File: src/hw/rtl/assert_macros.svh
// ----------------------------------------------------------------------------
// Assertion macros
// Shared forms for the concurrent checks of the edge magnitude block.
// ----------------------------------------------------------------------------
`ifndef ASSERT_MACROS_SVH
`define ASSERT_MACROS_SVH

// Checked on every rising clock edge while reset is released.
`define ED3_ASSERT(lbl, prop, msg) \
  lbl: assert property (@(posedge clk) disable iff (!rst_n) (prop)) else $error(msg);

// Checked on every rising clock edge, reset included.
`define ED3_ASSERT_ALWAYS(lbl, prop, msg) \
  lbl: assert property (@(posedge clk) (prop)) else $error(msg);

`endif

File: src/hw/rtl/ed3_pkg.sv
`timescale 1ns / 1ps
// ----------------------------------------------------------------------------
// ed3_pkg
// Types, widths and kernel coefficients of the 3x3 edge magnitude block.
// ----------------------------------------------------------------------------
package ed3_pkg;

  localparam int NPIX        = 9;
  localparam int PIX_W       = 8;
  localparam int COEF_W      = 4;
  localparam int SUM_W       = 12;
  localparam int ABS_W       = 10;
  localparam int SQ_W        = 2 * ABS_W;
  localparam int SSUM_W      = SQ_W + 1;
  localparam int RAD_W       = 16;
  localparam int ROOT_W      = 8;
  localparam int SQRT_STAGES = ROOT_W / 2;
  localparam int LAT         = 4 + SQRT_STAGES;
  localparam int CLIP_MAX    = 255;
  localparam int CLIP_SQ     = CLIP_MAX * CLIP_MAX;

  typedef enum logic [1:0] {
    MODE_SOBEL   = 2'd0,
    MODE_PREWITT = 2'd1,
    MODE_LAPLACE = 2'd2,
    MODE_BAD     = 2'd3
  } mode_t;

  typedef logic [PIX_W-1:0]         pix_t;
  typedef pix_t                     win_t [NPIX];
  typedef logic signed [COEF_W-1:0] coef_t;
  typedef coef_t                    coef_vec_t [NPIX];

  localparam coef_vec_t K_SOBEL_X   = '{4'sd1, 4'sd0, -4'sd1, 4'sd2, 4'sd0, -4'sd2,
                                        4'sd1, 4'sd0, -4'sd1};
  localparam coef_vec_t K_SOBEL_Y   = '{-4'sd1, -4'sd2, -4'sd1, 4'sd0, 4'sd0, 4'sd0,
                                        4'sd1, 4'sd2, 4'sd1};
  localparam coef_vec_t K_PREWITT_X = '{4'sd1, 4'sd0, -4'sd1, 4'sd1, 4'sd0, -4'sd1,
                                        4'sd1, 4'sd0, -4'sd1};
  localparam coef_vec_t K_PREWITT_Y = '{-4'sd1, -4'sd1, -4'sd1, 4'sd0, 4'sd0, 4'sd0,
                                        4'sd1, 4'sd1, 4'sd1};
  localparam coef_vec_t K_LAPLACE   = '{4'sd1, 4'sd1, 4'sd1, 4'sd1, -4'sd8, 4'sd1,
                                        4'sd1, 4'sd1, 4'sd1};

endpackage

File: src/hw/rtl/ed3_lane.sv
`timescale 1ns / 1ps
// ----------------------------------------------------------------------------
// ed3_lane
// One kernel lane: weighted sum of the nine window pixels, registered.
// ----------------------------------------------------------------------------
module ed3_lane
  import ed3_pkg::*;
(
  input  logic                    clk,
  input  logic                    en,
  input  win_t                    win,
  input  coef_vec_t               coef,
  output logic signed [SUM_W-1:0] sum
);

  logic signed [SUM_W-1:0] sum_nxt;
  logic signed [SUM_W-1:0] sum_r;

  always_comb begin
    logic signed [SUM_W-1:0] c_ext;
    logic signed [SUM_W-1:0] p_ext;
    sum_nxt = '0;
    for (int i = 0; i < NPIX; i++) begin
      c_ext   = SUM_W'(coef[i]);
      p_ext   = SUM_W'({1'b0, win[i]});
      sum_nxt = SUM_W'(sum_nxt + c_ext * p_ext);
    end
  end

  always_ff @(posedge clk) begin
    if (en) begin
      sum_r <= sum_nxt;
    end
  end

  assign sum = sum_r;

endmodule

File: src/hw/rtl/ed3_isqrt.sv
`timescale 1ns / 1ps
// ----------------------------------------------------------------------------
// ed3_isqrt
// Pipelined integer square root, two result bits resolved per stage.
// ----------------------------------------------------------------------------
module ed3_isqrt
  import ed3_pkg::*;
(
  input  logic              clk,
  input  logic              en,
  input  logic [RAD_W-1:0]  rad,
  output logic [ROOT_W-1:0] root
);

  typedef struct packed {
    logic [ROOT_W-1:0] root;
    logic [RAD_W-1:0]  r2;
  } isq_step_t;

  function automatic isq_step_t isq_step(isq_step_t cur, logic [RAD_W-1:0] s, int k);
    isq_step_t        res;
    logic [RAD_W-1:0] cand;
    res  = cur;
    cand = RAD_W'(cur.r2 + (RAD_W'(cur.root) << (k + 1)) + (RAD_W'(1) << (2 * k)));
    if (cand <= s) begin
      res.root = cur.root | (ROOT_W'(1) << k);
      res.r2   = cand;
    end
    return res;
  endfunction

  isq_step_t        step_r [SQRT_STAGES];
  logic [RAD_W-1:0] rad_r  [SQRT_STAGES];

  for (genvar g = 0; g < SQRT_STAGES; g++) begin : g_stage
    isq_step_t        cur;
    isq_step_t        mid;
    isq_step_t        step_nxt;
    logic [RAD_W-1:0] s_in;

    if (g == 0) begin : g_first
      assign cur  = '0;
      assign s_in = rad;
    end else begin : g_next
      assign cur  = step_r[g-1];
      assign s_in = rad_r[g-1];
    end

    always_comb begin
      mid      = isq_step(cur, s_in, ROOT_W - 1 - 2 * g);
      step_nxt = isq_step(mid, s_in, ROOT_W - 2 - 2 * g);
    end

    always_ff @(posedge clk) begin
      if (en) begin
        step_r[g] <= step_nxt;
        rad_r[g]  <= s_in;
      end
    end
  end

  assign root = step_r[SQRT_STAGES-1].root;

endmodule

File: src/hw/rtl/ed3_merge.sv
`timescale 1ns / 1ps
// ----------------------------------------------------------------------------
// ed3_merge
// Combines the lane sums: gradient magnitude or clipped Laplace response.
// ----------------------------------------------------------------------------
module ed3_merge
  import ed3_pkg::*;
(
  input  logic                    clk,
  input  logic                    en,
  input  logic signed [SUM_W-1:0] gx,
  input  logic signed [SUM_W-1:0] gy,
  input  logic signed [SUM_W-1:0] lap,
  input  mode_t                   mode,
  output logic [PIX_W-1:0]        edge_value,
  output logic                    bad_mode
);

  typedef struct packed {
    mode_t            mode;
    logic [PIX_W-1:0] lap;
    logic             big;
  } ed3_side_t;

  logic [ABS_W-1:0]  ax;
  logic [ABS_W-1:0]  ay;
  logic [PIX_W-1:0]  lap_clip;
  logic [SQ_W-1:0]   sqx_r;
  logic [SQ_W-1:0]   sqy_r;
  ed3_side_t         side2_r;
  logic [SSUM_W-1:0] ssum;
  logic [RAD_W-1:0]  rad_r;
  ed3_side_t         side3_nxt;
  ed3_side_t         side3_r;
  ed3_side_t         side_r [SQRT_STAGES];
  logic [ROOT_W-1:0] root;
  ed3_side_t         side_last;
  logic [PIX_W-1:0]  edge_nxt;
  logic              bad_nxt;
  logic [PIX_W-1:0]  edge_r;
  logic              bad_r;

  assign ax = ABS_W'(gx[SUM_W-1] ? -gx : gx);
  assign ay = ABS_W'(gy[SUM_W-1] ? -gy : gy);

  always_comb begin
    if (lap[SUM_W-1]) begin
      lap_clip = '0;
    end else if (lap[SUM_W-2:PIX_W] != '0) begin
      lap_clip = PIX_W'(CLIP_MAX);
    end else begin
      lap_clip = lap[PIX_W-1:0];
    end
  end

  always_ff @(posedge clk) begin
    if (en) begin
      sqx_r        <= ax * ax;
      sqy_r        <= ay * ay;
      side2_r.mode <= mode;
      side2_r.lap  <= lap_clip;
      side2_r.big  <= 1'b0;
    end
  end

  assign ssum = SSUM_W'(sqx_r) + SSUM_W'(sqy_r);

  always_comb begin
    side3_nxt     = side2_r;
    side3_nxt.big = (ssum >= SSUM_W'(CLIP_SQ));
  end

  always_ff @(posedge clk) begin
    if (en) begin
      rad_r   <= ssum[RAD_W-1:0];
      side3_r <= side3_nxt;
    end
  end

  ed3_isqrt u_isqrt (
    .clk  (clk),
    .en   (en),
    .rad  (rad_r),
    .root (root)
  );

  always_ff @(posedge clk) begin
    if (en) begin
      side_r[0] <= side3_r;
      for (int i = 1; i < SQRT_STAGES; i++) begin
        side_r[i] <= side_r[i-1];
      end
    end
  end

  assign side_last = side_r[SQRT_STAGES-1];

  always_comb begin
    edge_nxt = '0;
    bad_nxt  = 1'b0;
    unique case (side_last.mode)
      MODE_SOBEL, MODE_PREWITT: begin
        edge_nxt = side_last.big ? PIX_W'(CLIP_MAX) : root;
      end
      MODE_LAPLACE: begin
        edge_nxt = side_last.lap;
      end
      MODE_BAD: begin
        bad_nxt = 1'b1;
      end
      default: begin
        bad_nxt = 1'b1;
      end
    endcase
  end

  always_ff @(posedge clk) begin
    if (en) begin
      edge_r <= edge_nxt;
      bad_r  <= bad_nxt;
    end
  end

  assign edge_value = edge_r;
  assign bad_mode   = bad_r;

endmodule

File: src/hw/rtl/edge_magnitude_3x3.sv
`timescale 1ns / 1ps
// ----------------------------------------------------------------------------
// edge_magnitude_3x3
// 3x3 edge detector giving Sobel, Prewitt or Laplace edge strength.
// ----------------------------------------------------------------------------
// Each input transfer carries one 3x3 window of 8-bit pixels on in_tdata.
// Each output transfer carries the edge strength of that window on
// out_tdata and the unsupported-mode flag on out_tuser.
// The mode register is written through cfg_we and cfg_wdata and resets to
// Sobel; the user must write it only while no window is in flight, since
// the block itself does not enforce this.
// Three kernel lanes form the horizontal, vertical and Laplace sums in
// parallel, and a merge stage squares, adds, takes a four-stage
// pipelined square root (two bits per stage) and selects the result.
// Throughput is one window per clock while out_tready stays high.
// When the receiver holds out_tready low with a result waiting, the
// whole pipeline freezes and in_tready falls in the same cycle.
// Reset empties the pipeline; no result is pending afterward.
// ----------------------------------------------------------------------------
module edge_magnitude_3x3
  import ed3_pkg::*;
(
  input  logic                    clk,
  input  logic                    rst_n,
  input  logic                    in_tvalid,
  output logic                    in_tready,
  // pix_top_left, pix_top_mid, pix_top_right, pix_mid_left, pix_center,
  // pix_mid_right, pix_bot_left, pix_bot_mid, pix_bot_right
  input  logic [NPIX*PIX_W-1:0]   in_tdata,
  output logic                    out_tvalid,
  input  logic                    out_tready,
  // edge_value
  output logic [PIX_W-1:0]        out_tdata,
  // bad_mode
  output logic                    out_tuser,
  input  logic                    cfg_we,
  input  logic [1:0]              cfg_wdata
);

  mode_t                   mode_r;
  mode_t                   mode_s1_r;
  logic [LAT-1:0]          v_r;
  logic                    en;
  win_t                    win;
  coef_vec_t               coef_x;
  coef_vec_t               coef_y;
  logic signed [SUM_W-1:0] gx;
  logic signed [SUM_W-1:0] gy;
  logic signed [SUM_W-1:0] lap;

  always_ff @(posedge clk) begin
    if (!rst_n) begin
      mode_r <= MODE_SOBEL;
    end else if (cfg_we) begin
      mode_r <= mode_t'(cfg_wdata);
    end
  end

  assign en        = !v_r[LAT-1] || out_tready;
  assign in_tready = en;

  always_ff @(posedge clk) begin
    if (!rst_n) begin
      v_r <= '0;
    end else if (en) begin
      v_r <= {v_r[LAT-2:0], in_tvalid};
    end
  end

  for (genvar i = 0; i < NPIX; i++) begin : g_unpack
    assign win[i] = in_tdata[i*PIX_W +: PIX_W];
  end

  assign coef_x = (mode_r == MODE_SOBEL) ? K_SOBEL_X : K_PREWITT_X;
  assign coef_y = (mode_r == MODE_SOBEL) ? K_SOBEL_Y : K_PREWITT_Y;

  ed3_lane u_lane_x (
    .clk  (clk),
    .en   (en),
    .win  (win),
    .coef (coef_x),
    .sum  (gx)
  );

  ed3_lane u_lane_y (
    .clk  (clk),
    .en   (en),
    .win  (win),
    .coef (coef_y),
    .sum  (gy)
  );

  ed3_lane u_lane_lap (
    .clk  (clk),
    .en   (en),
    .win  (win),
    .coef (K_LAPLACE),
    .sum  (lap)
  );

  always_ff @(posedge clk) begin
    if (en) begin
      mode_s1_r <= mode_r;
    end
  end

  ed3_merge u_merge (
    .clk        (clk),
    .en         (en),
    .gx         (gx),
    .gy         (gy),
    .lap        (lap),
    .mode       (mode_s1_r),
    .edge_value (out_tdata),
    .bad_mode   (out_tuser)
  );

  assign out_tvalid = v_r[LAT-1];

`include "assert_macros.svh"

  `ED3_ASSERT(a_bad_gives_zero, out_tvalid && out_tuser |-> out_tdata == '0, "edge in bad mode")
  `ED3_ASSERT(a_pipe_advance, v_r[LAT-2] && en |=> out_tvalid, "advanced item did not reach output")
  `ED3_ASSERT_ALWAYS(a_reset_empty, !rst_n |=> !out_tvalid, "output valid right after reset")

endmodule

File: config.mk
export PLATFORM = sky130hd
export DESIGN_NAME = edge_magnitude_3x3
export DESIGN_NICKNAME = d
export VERILOG_FILES = /design/src/hw/rtl/ed3_pkg.sv /design/src/hw/rtl/ed3_lane.sv /design/src/hw/rtl/ed3_isqrt.sv /design/src/hw/rtl/ed3_merge.sv /design/src/hw/rtl/edge_magnitude_3x3.sv
export VERILOG_INCLUDE_DIRS = /design/src /design/src/hw/rtl
export SDC_FILE = /design/constraint.sdc
export NUM_CORES = 1
export LEC_CHECK = 0
export ABC_AREA = 1
export CORE_ASPECT_RATIO = 1.4
export CORE_MARGIN = 2
export CORE_UTILIZATION = 58
export CTS_CLUSTER_SIZE = 8
export DETAILED_ROUTE_END_ITERATION = 7
export DONT_BUFFER_PORTS = 1
export PLACE_DENSITY = 0.74
export SETUP_SLACK_MARGIN = 0.5
export SLEW_MARGIN = 20
export SYNTH_ARGS = -nofsm -noshare
export SYNTH_HDL_FRONTEND = slang
export SYNTH_HIERARCHICAL = 1
export SYNTH_SLANG_ARGS = --single-unit
export TNS_END_PERCENT = 30
File: constraint.sdc
create_clock -name clk -period 19.4 [get_ports clk]
set_input_delay 3.88 -clock clk [delete_from_list [all_inputs] [get_ports clk]]
set_output_delay 3.88 -clock clk [all_outputs]
set_load 0.02 [all_outputs]
After elaboration in Yosys (flattened, before gate mapping)

Memory sizes are Yosys's and may differ from the RTL's.
Cells that the tools add are included.

Register bits: 134
Latch bits: 0
RAM bits: 204
ROM bits: 0
Output and inout bits: 11
Word-level logic and storage cells: 117
Memories kept: 3

Memory list:

| memory                 | words | bits a word | read ports | clocked after memory_dff | wr ports | RTL line        | text |
|---|---|---|---|---|---|---|---|
| u_merge.u_isqrt.step_r | 4     | 24          | 4          | 0                        | 4        | ed3_isqrt.sv:32 | `isq_step_t step_r [SQRT_STAGES];` |
| u_merge.u_isqrt.rad_r  | 4     | 16          | 3          | 0                        | 4        | ed3_isqrt.sv:33 | `logic [RAD_W-1:0] rad_r [SQRT_STAGES];` |
| u_merge.side_r         | 4     | 11          | 4          | 0                        | 4        | ed3_merge.sv:35 | `ed3_side_t side_r [SQRT_STAGES];` |

Add/sub/neg operators: 42
Multiply operators: 20
Divide/modulo/power cells: 0
Magnitude comparators: 9
Eq/ne operators: 3
Shift operators: 0
Muxes and demuxes: 18
Bitwise gates (word level): 0
Reduce and logical (&&, ||, !) cells: 6

Operator list:

| cell                   | number |
|---|---|
| $add 12x12->12         | 17 |
| $mul 4x9->12           | 12 |
| $le 16x16->1           | 7 |
| $add 12x9->12          | 6 |
| $mux 22                | 2 |
| $mul 10x10->20         | 2 |
| $mux 29                | 1 |
| $mux 24                | 1 |
| $mux 23                | 1 |
| $add 20x20->21         | 1 |
| $ge 21x16->1 const B   | 1 |
| $mux 21                | 1 |
| $mul 1x9->10 const A   | 2 |
| $mux 10                | 2 |
| $mux 20                | 1 |
| $neg 10->10            | 2 |
| $mux 19                | 1 |
| $mul 1x8->9 const A    | 2 |
| $mux 18                | 1 |
| $mux 17                | 1 |
| $add 16x1->16 const B  | 1 |
| $add 16x10->16         | 1 |
| $add 16x11->16         | 1 |
| $add 16x11->16 const B | 1 |
| other kinds (25)       | 30 |

Logic depth before layout (Yosys ltp)

Word-level depth: 11
Gate-level depth with buffers: 39

Modules after synthesis

Netlist, hierarchy kept.

By module, submodules not included:

| module                | times used | cells each | area each (µm²) | seq. area each (µm²) |
|---|---|---|---|---|
| ed3_merge             | 1          | 1,219      | 11,163.2        | 3,843.7 |
| ed3_lane (u_lane_x)   | 1          | 1,290      | 10,650.2        | 360.3 |
| ed3_lane (u_lane_y)   | 1          | 1,288      | 10,641.5        | 360.3 |
| ed3_lane (u_lane_lap) | 1          | 1,274      | 10,583.9        | 360.3 |
| ed3_isqrt             | 1          | 686        | 6,088.3         | 2,672.6 |
| edge_magnitude_3x3    | 1          | 65         | 490.5           | 260.2 |

Worst setup path after synthesis

OpenSTA, ideal clock, no wires.

Kind: in2out
Start: input port out_tready
End: output port in_tready
Arrival: 9.518 ns
Path slack: 6.002 ns
Cell stages on the path: 2
Path buffers: 0
Cell sequence: inv_2 > nand2_1

Word-level cells in the longest chain between the ends: 1

Ends and longest elaborated chain:

| what               | RTL line                 | text |
|---|---|---|
| start: declaration | edge_magnitude_3x3.sv:31 | `input logic out_tready,` |
| $logic_or 1x1->1   | edge_magnitude_3x3.sv:59 | `assign en = !v_r[LAT-1] \|\| out_tready;` |
| end: declaration   | edge_magnitude_3x3.sv:26 | `output logic in_tready,` |

No other way between the ends.

Worst setup path after layout

Start: input port in_tdata[67]
End: register u_lane_x.sum_r[9] (netlist: u_lane_x/sum[9]), data pin

Word-level cells in the longest chain between the ends: 2

Ends and longest elaborated chain:

| what                    | RTL line                 | text |
|---|---|---|
| start: declaration      | edge_magnitude_3x3.sv:29 | `input logic [NPIX*PIX_W-1:0] in_tdata,` |
| $mul 4x9->12            | ed3_lane.sv:26           | `sum_nxt = SUM_W'(sum_nxt + c_ext * p_ext);` |
| $add 12x12->12          | ed3_lane.sv:26           |  |
| net u_lane_x.sum_nxt[9] | ed3_lane.sv:16           | `logic signed [SUM_W-1:0] sum_nxt;` |
| end signal: assignment  | ed3_lane.sv:32           | `sum_r <= sum_nxt;` |
| end: declaration        | ed3_lane.sv:17           | `logic signed [SUM_W-1:0] sum_r;` |

The timed path passes the listed nets, and every way through them passes these cells.
A chain may end at the register's enable or synchronous reset.

==> impl_metrics.env <==
export IMPL_status="complete, no violations"
export IMPL_postCtsHoldBufs=0
export IMPL_final_setup_skew_ns=0.0295
export IMPL_place_congestion=0.982
export IMPL_first_pass_iters=5
export IMPL_hold_viol_final=0
export IMPL_cts_buffer_depth=3
export IMPL_slew_headroom=0.316
export IMPL_nNetsFinal=7395
export IMPL_cts_resized=0
export IMPL_grt_overflow_total=0
export IMPL_slew_violations=0
export IMPL_grt_max_degree=87
export IMPL_drv_cap=0
export IMPL_wire_per_inst_um=18.1
export IMPL_clkSinkCount=263
export IMPL_die_area_um2=87700
export IMPL_insertedDiodeCount=0
export IMPL_totalWireLength_mm=128
export IMPL_start_kind="input pin"
export IMPL_cts_tree="built"
export IMPL_worstSetupEndpointType="register"
export IMPL_viasPerCell=5.12
export IMPL_first_iter_violations=2151
export IMPL_tns_ns=0
export IMPL_crit_buf_inv=5
export IMPL_port_buffers=0
export IMPL_syn_avg_cell_area_um2=8.52
export IMPL_grt_pass1_vias=38000
export IMPL_clk_pin_slew_ns=0.05
export IMPL_htree_levels=2
export IMPL_route_detailed_drc=0
export IMPL_final_cell_area_um2=52300
export IMPL_grt_usage=0.303
export IMPL_dpl_cell_area_um2=51200
export IMPL_crit_type="input pin to register"
export IMPL_crit_arrival_ns=9.82
export IMPL_setup_violations=0
export IMPL_cts_buffers=39
export IMPL_initial_core_util=0.586
export IMPL_num_vias=36100
export IMPL_fmax_mhz=105
export IMPL_yosysWarnings=6
export IMPL_post_dp_hpwl_mm=109
export IMPL_die_height_um=350
export IMPL_cp_slowest_cell="fa_1"
export IMPL_antenna_found_initial=0
export IMPL_fp_dieW_um=251
export IMPL_ant_nets=0
export IMPL_rows=126
export IMPL_period_share=0.492
export IMPL_rsz0062_at_grt="false"
export IMPL_required_ns=19.68
export IMPL_root_buffer="clkbuf_16"
export IMPL_syn_area_um2=49500
export IMPL_syn_to_final_growth_pct=5.68
export IMPL_grt_pass1_wl_mm=201
export IMPL_worst_pin_slew_ns=1.03
export IMPL_syn_inst=5807
export IMPL_hold_class="register to register"
export IMPL_fillers=7320
export IMPL_core_area_um2=84500
export IMPL_crit_fanout=12
export IMPL_cpLargestDelayFamily="adder cells"
export IMPL_cts_setup_buffers=0
export IMPL_fin_crit_ns=9.54
export IMPL_path_cells="or2_2, fa_1, inv_1, fa_1, fa_1, inv_1, fa_1, fa_1, inv_1, fa_1, fa_1, inv_1, fa_1, inv_1, ha_1, a21oi_1, nand2_1, a21oi_1, o21ai_0, nand2_1, nand2_1, nand2_1, nand2_1"
export IMPL_clk_latency_ns=0.56
export IMPL_pin_count=90
export IMPL_drive_gt1_frac=0.0359
export IMPL_slowest_delay_ns=0.65
export IMPL_crit_path_frequent_cell="fa_1"
-- flip-flops by register name (all words and copies together) (netlist names) --
name,count
mode_r,2
u_merge/bad_mode,1
u_merge/sqy_r,19
u_merge/edge_value,8
u_lane_y/sum,11
u_lane_x/sum,11
v_r,8
mode_s1_r,2
u_merge/u_isqrt/step_r,41
u_merge/rad_r,16
u_merge/sqx_r,19
u_merge/side2_r,10
u_merge/side_r,44
u_merge/u_isqrt/rad_r,48
u_merge/side3_r,11
u_lane_lap/sum,12
-- final timing paths --
path,from,end,slack (ns),cells after the start
worst max-delay path,in_tdata[67],u_lane_x/sum[9],9.86,23
worst min-delay path,u_merge/side_r[2][6],u_merge/side_r[3][6],0.41,0
worst max register to register,mode_r[1],u_lane_x/sum[9],11.84,27
worst min register to register,u_merge/side_r[2][6],u_merge/side_r[3][6],0.41,0
-- metrics by stage --
stage	hold WS (ns)	util	setup WS [ns]	std cells
floorplan	0.400	-	6.04	5993
global placement	0.401	0.606	9.42	6993
detailed placement	0.405	0.606	9.35	6993
CTS	0.411	0.619	9.90	7049
global route	0.413	0.619	9.66	7049
finish	0.409	0.619	9.86	7049
-- area by class of cell --
type	count	area [um2]	share of cell area
inverters	1752	6590	0.126
repair buffers	6	45.0	0.000861
well taps	1088	1360	0.0260
multi-input cells	3884	35400	0.677
clock inverters	5	82.6	0.00158
flip-flops and latches	263	7800	0.149
clock buffers	51	1020	0.0195
-- metal layers --
metal  routed length (um)  track usage  up-vias  part of all wire
li1                     -            -    16900                 -
met1                43000        0.318    17600              0.34
met5                    0            0        -                 0
met3                 5690       0.0278      417             0.045
met4                12800        0.246        0              0.10
met2                66200        0.555     1129              0.52
-- cell usage in the layout, fill, tap and decap left out, types with 11 or more instances in the layout --
master / instances
a21oi_1: 97
inv_2: 23
clkbuf_1: 12
o21ai_1: 11
nor2_1: 333
nand2_1: 1282
conb_1: 188
xnor2_1: 48
inv_1: 1727
nand3_1: 145
a31oi_1: 13
xor2_1: 83
nand2_2: 21
fa_1: 922
nor3_1: 11
edfxtp_1: 253
or2_2: 83
o21ai_0: 76
ha_1: 448
nand3b_1: 13
nand4_1: 21
clkbuf_16: 39
Power is left out: the tool's default activity adds up to more than one toggle a clock period on the data nets, which glitch-free logic cannot reach.
